<file path="src/rtl/u8st_pkg.sv">
`timescale 1ns / 1ps
// ----------------------------------------------------------------------------
// u8st_pkg
// Shared types and constants of the UTF-8 sanitizer with output byte limit.
// ----------------------------------------------------------------------------
package u8st_pkg;

    // Most result bytes one input byte can cause
    localparam int MaxRes = 4;

    // Byte sent in place of a broken or rejected byte
    localparam logic [7:0] ReplByte = 8'h3F;

    // Byte limit after reset
    localparam logic [15:0] LimitReset = 16'd1024;

    typedef logic [7:0] t_byte;

    // One run of results caused by one accepted input byte
    typedef struct packed {
        t_byte [MaxRes-1:0] bytes;    // bytes in output order, entry 0 first
        logic  [2:0]        n_res;    // number of results in the run, 1..4
        logic               bare;     // single end marker without a byte
        logic               str_end;  // run closes the string
    } t_run;

endpackage

</file>
<file path="src/rtl/u8st_in_if.sv">
`timescale 1ns / 1ps
// ----------------------------------------------------------------------------
// u8st_in_if
// Input channel: one raw string byte per transfer, flag on the last byte.
// ----------------------------------------------------------------------------
interface u8st_in_if;
    logic       valid;
    logic       ready;
    logic [7:0] in_byte;
    logic       is_final;

    modport source (output valid, output in_byte, output is_final, input ready);
    modport sink   (input valid, input in_byte, input is_final, output ready);
endinterface

</file>
<file path="src/rtl/u8st_out_if.sv">
`timescale 1ns / 1ps
// ----------------------------------------------------------------------------
// u8st_out_if
// Output channel: one sanitized byte or bare end marker per transfer.
// ----------------------------------------------------------------------------
interface u8st_out_if;
    logic       valid;
    logic       ready;
    logic [7:0] out_byte;
    logic       byte_present;
    logic       string_end;
    logic       run_last;

    modport source (output valid, output out_byte, output byte_present,
                    output string_end, output run_last, input ready);
    modport sink   (input valid, input out_byte, input byte_present,
                    input string_end, input run_last, output ready);
endinterface

</file>
<file path="src/rtl/u8st_front.sv">
`timescale 1ns / 1ps
// ----------------------------------------------------------------------------
// u8st_front
// Takes input bytes, tracks the pending multi-byte sequence and the output
// budget, and builds the run of result bytes for each accepted byte.
// ----------------------------------------------------------------------------
module u8st_front (
    input  logic             i_clk,
    input  logic             i_rst_n,
    u8st_in_if.sink          i_in,
    input  logic             i_cfg_wr_en,
    input  logic [15:0]      i_cfg_wr_data,
    input  logic             i_q_ready,
    output logic             o_push,
    output u8st_pkg::t_run   o_run
);

    localparam logic [20:0] MinCp2    = 21'h00080;
    localparam logic [20:0] MinCp3    = 21'h00800;
    localparam logic [20:0] MinCp4    = 21'h10000;
    localparam logic [20:0] SurrLo    = 21'h0D800;
    localparam logic [20:0] SurrHi    = 21'h0DFFF;
    localparam logic [20:0] MaxCp     = 21'h10FFFF;

    // Sequence width for a lead byte: 0 means the byte cannot start one
    function automatic logic [2:0] lead_width(input logic [7:0] lead);
        logic [2:0] w;
        unique case (lead) inside
            [8'h00:8'h7F]: w = 3'd1;
            [8'hC2:8'hDF]: w = 3'd2;
            [8'hE0:8'hEF]: w = 3'd3;
            [8'hF0:8'hF4]: w = 3'd4;
            default:       w = 3'd0;
        endcase
        return w;
    endfunction

    logic                r_stopped, n_stopped;
    logic [15:0]         r_byte_limit;
    logic [15:0]         r_emit_cnt, n_emit_cnt;
    logic [1:0]          r_pend_cnt, n_pend_cnt;
    logic [2:0]          r_exp_width, n_exp_width;
    u8st_pkg::t_byte     r_pend [3];

    logic                accept;
    logic [7:0]          b;
    logic                fin;
    logic [2:0]          w_lead;
    logic                active;
    logic                is_cont;
    logic                complete;
    logic                append;
    logic [20:0]         cp;
    logic                cp_ok;
    logic [2:0]          n_q;
    logic                has_ascii;
    logic                multi;
    logic                lead_wr;
    logic                app_wr;
    logic [2:0]          n_tot;
    logic                stop_hit;
    logic [2:0]          n_emit;
    u8st_pkg::t_byte     seq [u8st_pkg::MaxRes];
    u8st_pkg::t_byte [u8st_pkg::MaxRes-1:0] run_bytes;
    logic [1:0]          last_idx;

    assign accept       = i_in.valid && i_q_ready;
    assign i_in.ready   = i_q_ready;
    assign b            = i_in.in_byte;
    assign fin          = i_in.is_final;

    // Classify the byte against the pending sequence
    assign w_lead   = lead_width(b);
    assign active   = (r_pend_cnt != 2'd0) && (r_exp_width > {1'b0, r_pend_cnt});
    assign is_cont  = (b[7:6] == 2'b10);
    assign complete = active && is_cont && (({1'b0, r_pend_cnt} + 3'd1) == r_exp_width);
    assign append   = active && is_cont && !complete;

    // Code point of the finished sequence and its range checks
    always_comb begin
        case (r_exp_width)
            3'd2:    cp = {10'd0, r_pend[0][4:0], b[5:0]};
            3'd3:    cp = {5'd0, r_pend[0][3:0], r_pend[1][5:0], b[5:0]};
            default: cp = {r_pend[0][2:0], r_pend[1][5:0], r_pend[2][5:0], b[5:0]};
        endcase
    end

    assign cp_ok = ((r_exp_width == 3'd2 && cp >= MinCp2) ||
                    (r_exp_width == 3'd3 && cp >= MinCp3) ||
                    (r_exp_width == 3'd4 && cp >= MinCp4)) &&
                   !(cp >= SurrLo && cp <= SurrHi) && (cp <= MaxCp);

    // Shape of the run: n_q replacements, then an optional ASCII byte,
    // or one whole multi-byte character
    always_comb begin
        n_q         = 3'd0;
        has_ascii   = 1'b0;
        multi       = 1'b0;
        n_pend_cnt  = 2'd0;
        n_exp_width = 3'd0;
        lead_wr     = 1'b0;
        app_wr      = 1'b0;
        if (complete) begin
            if (cp_ok) begin
                multi = 1'b1;
            end else begin
                n_q = r_exp_width;
            end
        end else if (append) begin
            n_pend_cnt  = r_pend_cnt + 2'd1;
            n_exp_width = r_exp_width;
            app_wr      = 1'b1;
        end else begin
            // broken sequence: every pending byte becomes a replacement
            n_q = active ? {1'b0, r_pend_cnt} : 3'd0;
            if (w_lead == 3'd1) begin
                has_ascii = 1'b1;
            end else if (w_lead == 3'd0) begin
                n_q = n_q + 3'd1;
            end else begin
                n_pend_cnt  = 2'd1;
                n_exp_width = w_lead;
                lead_wr     = 1'b1;
            end
        end
        // string end: whatever is still pending is replaced
        if (fin) begin
            n_q         = n_q + {1'b0, n_pend_cnt};
            n_pend_cnt  = 2'd0;
            n_exp_width = 3'd0;
        end
    end

    assign n_tot    = multi ? r_exp_width : (n_q + {2'd0, has_ascii});
    assign last_idx = 2'(n_tot - 3'd1);

    // Result bytes and the budget check for each position
    always_comb begin
        seq[0] = r_pend[0];
        seq[1] = r_pend[1];
        seq[2] = r_pend[2];
        seq[3] = b;
        seq[2'(r_exp_width - 3'd1)] = b;
        n_emit = 3'd0;
        for (int j = 0; j < u8st_pkg::MaxRes; j++) begin
            if (multi) begin
                run_bytes[j] = seq[j];
            end else if (has_ascii && (2'(j) == last_idx)) begin
                run_bytes[j] = b;
            end else begin
                run_bytes[j] = u8st_pkg::ReplByte;
            end
            if (!r_stopped && (3'(j) < n_tot) &&
                ({1'b0, r_emit_cnt} + (multi ? 17'(n_tot) : 17'(j + 1)) <=
                 {1'b0, r_byte_limit})) begin
                n_emit = n_emit + 3'd1;
            end
        end
    end

    assign stop_hit = (n_tot != 3'd0) &&
                      (({1'b0, r_emit_cnt} + 17'(n_tot)) > {1'b0, r_byte_limit});

    always_comb begin
        if (fin) begin
            n_stopped  = 1'b0;
            n_emit_cnt = 16'd0;
        end else begin
            n_stopped  = r_stopped || stop_hit;
            n_emit_cnt = r_emit_cnt + 16'(n_emit);
        end
    end

    // Run record toward the queue
    assign o_push        = accept && ((n_emit != 3'd0) || fin);
    assign o_run.bytes   = run_bytes;
    assign o_run.n_res   = (n_emit == 3'd0) ? 3'd1 : n_emit;
    assign o_run.bare    = (n_emit == 3'd0);
    assign o_run.str_end = fin;

    // Control state
    always_ff @(posedge i_clk) begin
        if (!i_rst_n) begin
            r_stopped    <= 1'b0;
            r_emit_cnt   <= 16'd0;
            r_pend_cnt   <= 2'd0;
            r_exp_width  <= 3'd0;
            r_byte_limit <= u8st_pkg::LimitReset;
        end else begin
            if (i_cfg_wr_en) begin
                r_byte_limit <= i_cfg_wr_data;
            end
            if (accept) begin
                r_stopped   <= n_stopped;
                r_emit_cnt  <= n_emit_cnt;
                r_pend_cnt  <= n_pend_cnt;
                r_exp_width <= n_exp_width;
            end
        end
    end

    // Pending sequence bytes
    always_ff @(posedge i_clk) begin
        if (accept && lead_wr) begin
            r_pend[0] <= b;
        end
        if (accept && app_wr) begin
            r_pend[r_pend_cnt] <= b;
        end
    end

`ifndef SYNTHESIS
    a_pend_below_width: assert property (@(posedge i_clk) disable iff (!i_rst_n)
        (r_pend_cnt != 2'd0) |-> (r_exp_width > {1'b0, r_pend_cnt}))
        else $error("pending count not below sequence width");

    a_final_clears: assert property (@(posedge i_clk) disable iff (!i_rst_n)
        (accept && fin) |=> (r_pend_cnt == 2'd0 && r_emit_cnt == 16'd0 && !r_stopped))
        else $error("string state not cleared after final byte");

    a_stopped_silent: assert property (@(posedge i_clk) disable iff (!i_rst_n)
        (accept && r_stopped) |-> !(o_push && !o_run.bare))
        else $error("byte emitted after output stopped");

    a_final_pushes: assert property (@(posedge i_clk) disable iff (!i_rst_n)
        (accept && fin) |-> o_push)
        else $error("final byte produced no run");
`endif

endmodule

</file>
<file path="src/rtl/u8st_queue.sv">
`timescale 1ns / 1ps
// ----------------------------------------------------------------------------
// u8st_queue
// Short FIFO of result runs between the input side and the output side.
// ----------------------------------------------------------------------------
module u8st_queue #(
    parameter int Depth = 4
) (
    input  logic             i_clk,
    input  logic             i_rst_n,
    input  logic             i_push,
    input  u8st_pkg::t_run   i_run,
    output logic             o_ready,
    output logic             o_valid,
    output u8st_pkg::t_run   o_head,
    input  logic             i_pop
);

    localparam int PtrW = (Depth > 1) ? $clog2(Depth) : 1;
    localparam int CntW = $clog2(Depth + 1);
    localparam logic [PtrW-1:0] LastPtr = PtrW'(Depth - 1);
    localparam logic [CntW-1:0] FullCnt = CntW'(Depth);
    localparam logic [PtrW-1:0] PtrOne  = PtrW'(1);
    localparam logic [CntW-1:0] CntOne  = CntW'(1);

    u8st_pkg::t_run  r_mem [Depth];
    logic [PtrW-1:0] r_wr_ptr;
    logic [PtrW-1:0] r_rd_ptr;
    logic [CntW-1:0] r_count;

    assign o_ready = (r_count != FullCnt);
    assign o_valid = (r_count != '0);
    assign o_head  = r_mem[r_rd_ptr];

    // Pointers and fill level
    always_ff @(posedge i_clk) begin
        if (!i_rst_n) begin
            r_wr_ptr <= '0;
            r_rd_ptr <= '0;
            r_count  <= '0;
        end else begin
            if (i_push) begin
                r_wr_ptr <= (r_wr_ptr == LastPtr) ? '0 : r_wr_ptr + PtrOne;
            end
            if (i_pop) begin
                r_rd_ptr <= (r_rd_ptr == LastPtr) ? '0 : r_rd_ptr + PtrOne;
            end
            case ({i_push, i_pop})
                2'b10:   r_count <= r_count + CntOne;
                2'b01:   r_count <= r_count - CntOne;
                default: r_count <= r_count;
            endcase
        end
    end

    // Entry storage
    always_ff @(posedge i_clk) begin
        if (i_push) begin
            r_mem[r_wr_ptr] <= i_run;
        end
    end

endmodule

</file>
<file path="src/rtl/u8st_back.sv">
`timescale 1ns / 1ps
// ----------------------------------------------------------------------------
// u8st_back
// Walks the head run of the queue and sends its results one per transfer.
// ----------------------------------------------------------------------------
module u8st_back (
    input  logic             i_clk,
    input  logic             i_rst_n,
    input  logic             i_valid,
    input  u8st_pkg::t_run   i_head,
    output logic             o_pop,
    u8st_out_if.source       o_out
);

    logic [1:0] r_idx;
    logic       last;
    logic       xfer;

    assign last = (({1'b0, r_idx}) + 3'd1) == i_head.n_res;
    assign xfer = i_valid && o_out.ready;
    assign o_pop = xfer && last;

    // Output fields of the current result
    assign o_out.valid        = i_valid;
    assign o_out.out_byte     = i_head.bare ? 8'h00 : i_head.bytes[r_idx];
    assign o_out.byte_present = !i_head.bare;
    assign o_out.run_last     = last;
    assign o_out.string_end   = i_head.str_end && last;

    // Position inside the run
    always_ff @(posedge i_clk) begin
        if (!i_rst_n) begin
            r_idx <= 2'd0;
        end else if (xfer) begin
            r_idx <= last ? 2'd0 : r_idx + 2'd1;
        end
    end

endmodule

</file>
<file path="src/rtl/utf8_sanitize_truncate.sv">
`timescale 1ns / 1ps
// ----------------------------------------------------------------------------
// utf8_sanitize_truncate
// Streaming UTF-8 sanitizer: passes well-formed characters, replaces broken
// bytes with '?', and cuts the string off at a programmable byte limit.
//
//   channel | dir | handshake          | payload
//   i_in    | in  | valid/ready        | in_byte[7:0], is_final
//   o_out   | out | valid/ready        | out_byte[7:0], byte_present,
//           |     |                    | string_end, run_last
//   cfg     | in  | i_cfg_wr_en        | i_cfg_wr_data[15:0] (byte_limit)
//
// An input byte is taken every cycle while the run queue has room; its run
// of 0 to 4 results leaves one result per cycle while o_out.ready is high.
// The run is written into the queue when the byte is accepted, and its first
// result is sent from the queue head once the runs queued before it are out.
// Synchronous active-low reset clears the pending sequence, the budget and
// the queue; byte_limit returns to 1024.
// Output stalls back up through the queue to i_in.ready only once it is full.
// ----------------------------------------------------------------------------
module utf8_sanitize_truncate #(
    parameter int QueueDepth = 4
) (
    input  logic        i_clk,
    input  logic        i_rst_n,
    u8st_in_if.sink     i_in,
    u8st_out_if.source  o_out,
    input  logic        i_cfg_wr_en,
    input  logic [15:0] i_cfg_wr_data
);

    logic           push;
    logic           pop;
    logic           q_ready;
    logic           q_valid;
    u8st_pkg::t_run run_in;
    u8st_pkg::t_run run_head;

    // Byte classification and budget
    u8st_front u_front (
        .i_clk         (i_clk),
        .i_rst_n       (i_rst_n),
        .i_in          (i_in),
        .i_cfg_wr_en   (i_cfg_wr_en),
        .i_cfg_wr_data (i_cfg_wr_data),
        .i_q_ready     (q_ready),
        .o_push        (push),
        .o_run         (run_in)
    );

    // Run queue
    u8st_queue #(
        .Depth (QueueDepth)
    ) u_queue (
        .i_clk   (i_clk),
        .i_rst_n (i_rst_n),
        .i_push  (push),
        .i_run   (run_in),
        .o_ready (q_ready),
        .o_valid (q_valid),
        .o_head  (run_head),
        .i_pop   (pop)
    );

    // Result serializer
    u8st_back u_back (
        .i_clk   (i_clk),
        .i_rst_n (i_rst_n),
        .i_valid (q_valid),
        .i_head  (run_head),
        .o_pop   (pop),
        .o_out   (o_out)
    );

endmodule

</file>
<file path="src/flat_wrapper.sv">
// flat-port wrapper written by rule: the top's interface ports become plain ports
module utf8_sanitize_truncate_flat 
#(
    parameter int QueueDepth = 4
)
  (i_clk, i_rst_n, i_cfg_wr_en, i_cfg_wr_data, i_in_valid, i_in_in_byte, i_in_is_final, i_in_ready, o_out_valid, o_out_out_byte, o_out_byte_present, o_out_string_end, o_out_run_last, o_out_ready);
  u8st_in_if i_in_i ();
  u8st_out_if o_out_i ();
  input  logic i_clk;
  input  logic i_rst_n;
  input  logic i_cfg_wr_en;
  input  logic [15:0] i_cfg_wr_data;
  input wire logic [$bits(i_in_i.valid)-1:0] i_in_valid;
  input wire logic [$bits(i_in_i.in_byte)-1:0] i_in_in_byte;
  input wire logic [$bits(i_in_i.is_final)-1:0] i_in_is_final;
  output wire logic [$bits(i_in_i.ready)-1:0] i_in_ready;
  output wire logic [$bits(o_out_i.valid)-1:0] o_out_valid;
  output wire logic [$bits(o_out_i.out_byte)-1:0] o_out_out_byte;
  output wire logic [$bits(o_out_i.byte_present)-1:0] o_out_byte_present;
  output wire logic [$bits(o_out_i.string_end)-1:0] o_out_string_end;
  output wire logic [$bits(o_out_i.run_last)-1:0] o_out_run_last;
  input wire logic [$bits(o_out_i.ready)-1:0] o_out_ready;
  assign i_in_i.valid = i_in_valid;
  assign i_in_i.in_byte = i_in_in_byte;
  assign i_in_i.is_final = i_in_is_final;
  assign i_in_ready = i_in_i.ready;
  assign o_out_valid = o_out_i.valid;
  assign o_out_out_byte = o_out_i.out_byte;
  assign o_out_byte_present = o_out_i.byte_present;
  assign o_out_string_end = o_out_i.string_end;
  assign o_out_run_last = o_out_i.run_last;
  assign o_out_i.ready = o_out_ready;
  utf8_sanitize_truncate #(.QueueDepth(QueueDepth)) u_core (.i_clk(i_clk), .i_rst_n(i_rst_n), .i_in(i_in_i), .o_out(o_out_i), .i_cfg_wr_en(i_cfg_wr_en), .i_cfg_wr_data(i_cfg_wr_data));
endmodule
</file>
<file path="config.mk">
export PLATFORM = sky130hd
export DESIGN_NAME = utf8_sanitize_truncate_flat
export DESIGN_NICKNAME = d
export VERILOG_FILES = /design/src/rtl/u8st_pkg.sv /design/src/rtl/u8st_in_if.sv /design/src/rtl/u8st_out_if.sv /design/src/rtl/u8st_front.sv /design/src/rtl/u8st_queue.sv /design/src/rtl/u8st_back.sv /design/src/rtl/utf8_sanitize_truncate.sv /design/src/flat_wrapper.sv
export SDC_FILE = /design/constraint.sdc
export NUM_CORES = 1
export LEC_CHECK = 0
export BUFFER_PORTS_ARGS = -buffer_cell sky130_fd_sc_hd__clkbuf_2
export CORE_MARGIN = 2
export CORE_UTILIZATION = 35
export DETAILED_ROUTE_END_ITERATION = 10
export SYNTH_ARGS = -nofsm -noshare
export SYNTH_HDL_FRONTEND = slang
export SYNTH_SLANG_ARGS = --single-unit
</file>
<file path="constraint.sdc">
create_clock -name i_clk -period 11.5 [get_ports i_clk]
set_input_delay 2.3 -clock i_clk [delete_from_list [all_inputs] [get_ports i_clk]]
set_output_delay 2.3 -clock i_clk [all_outputs]
set_load 0.1 [all_outputs]
</file>
==> metrics.md <==
| Metric | Value |
|---|---|
| Count of pins over their slew limit | 0 |
| Max-cap violations | 0 |
| Delay of the slowest critical-path stage | 0.62 ns |
| Antenna Nets Post-Route | 0 |
| Largest net degree at the start of global routing | 38 |
| Setup Skew | 0.0149 ns |
| Post-cts resize count | 0 |
| Crit. End Element | flip-flop |
| Core area | 0.0374 mm² |
| Kind of critical path | primary input to flip-flop |
| Max Root-Sink Buffers | 3 |
| Postcts setup bufs | 0 |
| Critical path startpoint category | primary input |
| DRC violations left | 0 |
| Clk sinks | 221 |
| Die H | 198 µm |
| Total GRT Usage | 17.6% |
| Clock Latency Late Sink | 0.55 ns |
| First-pass GRT wire length | 53,100 µm |
| Clock slew at reported path FFs | 0.06 ns |
| Vias/cell | 5.31 |
| # diodes | 0 |
| Pwr Density | 149 mW/mm² |
| Arr. time, crit path | 10.58 ns |
| Share of cells above drive strength 1 | 15.2% |
| H-Tree Depth | 1 |
| Worst hold-check path type | flip-flop to flip-flop |
| Fin Setup TNS | 0 ns |
| Final WL | 33,800 µm |
| Cell row count | 71 |
| Asr flop ratio synth | 0% |
| Slew @ Worst Pin | 1.06 ns |
| Gpl congestion | 0.926 |
| Root Buffer | clkbuf_16 |
| Commonest non-fill, non-tap cell in the layout | edfxtp_1 |
| Final worst-path cycle share | 87.9% |
| Post-Syn Instances | 1,123 |
| I/O pins | 43 |
| Worst IR Drop VDD | 0.0984 mV |
| Die footprint | 0.0394 mm² |
| Minimum clock period | 10.11 ns |
| # port buffers | 42 |
| CTS Hold Buffers Added | 0 |
| Power after layout | 2.21 mW |
| 1st-iter DRT viols | 796 |
| CTS tree | built |
| Average wire per standard cell | 19.9 µm |
| Critical-path top delay cell | a2111oi_0 |
| HPWL after detailed placement | 24,000 µm |
| Sequential share of the synthesized area | 46.5% |
| Fmax | 0.0989 GHz |
| CP Data Required Time | 11.97 ns |
| Hold Violations, Final | 0 |
| DP Cell Count | 1,644 |
| RSZ-0062 raised after global routing | false |
| CP most frequent cell | ha_1 |
| Leakage | 5.47 nW |
| CTS buffer count | 27 |
| Initial Utilization | 35.4% |
| Syn nets | 1,269 |
| Synth Cell Area | 0.0132 mm² |
| Slew headroom | 29.0% |
| Commonest cells after routing, fill and taps aside | edfxtp_1, ha_1, nor2_1, inv_1, nand2_1 |
| Number of synthesized flops with an enable pin | 172 |
| Final setup viols | 0 |
| Post-synthesis cell type count | 75 |
| Syn avg cell area | 11.8 µm² |
| Total gr overflow | 0 |
| Router iterations before antenna repair | 5 |
| Non-filler cells, final | 1,694 |
| Net count reported at finish | 1,308 |
| Top FF cell, synth | edfxtp_1 |
| Vias | 9,000 |
| Initial antenna violation count | 0 |
| Run status | complete, no violations |
| Synthesis-stage register bit count | 221 |
| CP max FO | 17 |
| Final core area utilization | 39.8% |
| Vias in the first global route | 9,236 |
| Layout Area Growth over Synthesis | 12.5% |
| Synth warn | 0 |
| Die Width | 198 µm |
==> synth_stat cells, types with 18 or more instances <==
| master | n | area (µm²) |
|---|---|---|
| nand3_1 | 23 | 115 |
| nand4_1 | 21 | 131 |
| dfxtp_1 | 49 | 981 |
| o22a_1 | 18 | 158 |
| inv_1 | 61 | 229 |
| nor2_1 | 83 | 312 |
| mux2i_1 | 26 | 260 |
| xnor2_1 | 42 | 368 |
| nor2b_1 | 40 | 250 |
| xor2_1 | 49 | 429 |
| mux4_2 | 45 | 1010 |
| o21ai_0 | 34 | 170 |
| and2_1 | 20 | 125 |
| o21a_1 | 23 | 173 |
| ha_1 | 108 | 1350 |
| a21oi_1 | 38 | 190 |
| clkbuf_1 | 26 | 97.6 |
| nand2_1 | 58 | 218 |
| edfxtp_1 | 172 | 5160 |
==> state kept, by name, indices dropped and copies added (netlist names), named ones only <==
name,count
u_core.u_front.r_pend,24
u_core.u_queue.r_rd_ptr,2
u_core.u_front.r_emit_cnt,16
u_core.u_queue.r_wr_ptr,2
u_core.u_front.r_byte_limit,16
u_core.u_front.r_exp_width,3
u_core.u_front.r_stopped,1
u_core.u_front.r_pend_cnt,2
u_core.u_queue.r_mem,148
u_core.u_back.r_idx,2
u_core.u_queue.r_count,3
==> per-stage QoR <==
| stage | worst slack [ns] | instance area, µm² | hold WS (ns) |
|---|---|---|---|
| 3_5_place_dp | 1.01 | 14000 | 0.497 |
| 2_1_floorplan | 1.87 | 13200 | 0.467 |
| 5_1_grt | 0.545 | 14900 | 0.551 |
| 4_1_cts | 1.53 | 14900 | 0.513 |
| 6_report | 1.39 | 14900 | 0.507 |
| 3_3_place_gp | 1.11 | 14000 | 0.492 |
==> power by group <==
group / leakage [nW] / internal [mW] / switching, mW
Clock: 0.434 / 0.496 / 0.354
Sequential: 1.92 / 0.909 / 0.0224
Combinational: 3.12 / 0.140 / 0.290
Total: 5.47 / 1.55 / 0.666
==> area by class of cell <==
| class | count | area, µm² |
|---|---|---|
| clock buffers | 33 | 718 |
| clock inverters | 17 | 173 |
| fillers | 3585 | 22500 |
| inverters | 62 | 233 |
| multi-input cells | 795 | 6660 |
| flip-flops and latches | 221 | 6150 |
| well taps | 511 | 639 |
| repair buffers | 55 | 308 |
==> per-layer routing <==
metal / vias to the layer above / wire, µm / track usage (%)
met4: 0 / 879 / 4.89
li1: 4270 / - / -
met2: 248 / 16400 / 29.9
met3: 53 / 1730 / 1.88
met5: - / 0 / 0
met1: 4429 / 14800 / 23.8
==> cell families after synthesis <==
family / count (synthesis) / synth area share, %
xor+xnor: 91 / 6.02
simple gates: 328 / 12.8
buf+inv: 107 / 3.24
flops: 221 / 46.5
fa+ha+maj: 116 / 11.4
compound gates: 185 / 10.1
mux: 75 / 9.97
==> critical path, delay by kind of cell <==
family | cells | cell delay (ns)
buffers and inverters | 5 | 0.62
adders and majority gates | 6 | 1.83
AOI/OAI and AO/OA | 10 | 2.85
xor gates and xnor gates | 2 | 0.38
and+or+nand+nor | 11 | 2.60
==> path summary, 6_finish.rpt <==
kind                                                               end  cells past startpoint  slack, ns                                        from
worst max-delay path            u_core.u_queue.r_count[2]$_SDFFE_PN0P_                     34       1.39                             i_in_in_byte[4]
worst min-delay path                                         flip-flop                      2       0.51     u_core.u_queue.r_rd_ptr[1]$_SDFFE_PN0P_
worst max register to register  u_core.u_queue.r_count[2]$_SDFFE_PN0P_                     36       1.93  u_core.u_front.r_exp_width[0]$_SDFFE_PN0P_
worst min register to register                               flip-flop                      2       0.51     u_core.u_queue.r_rd_ptr[1]$_SDFFE_PN0P_
Note: power is estimated with default switching activity, not from simulation.
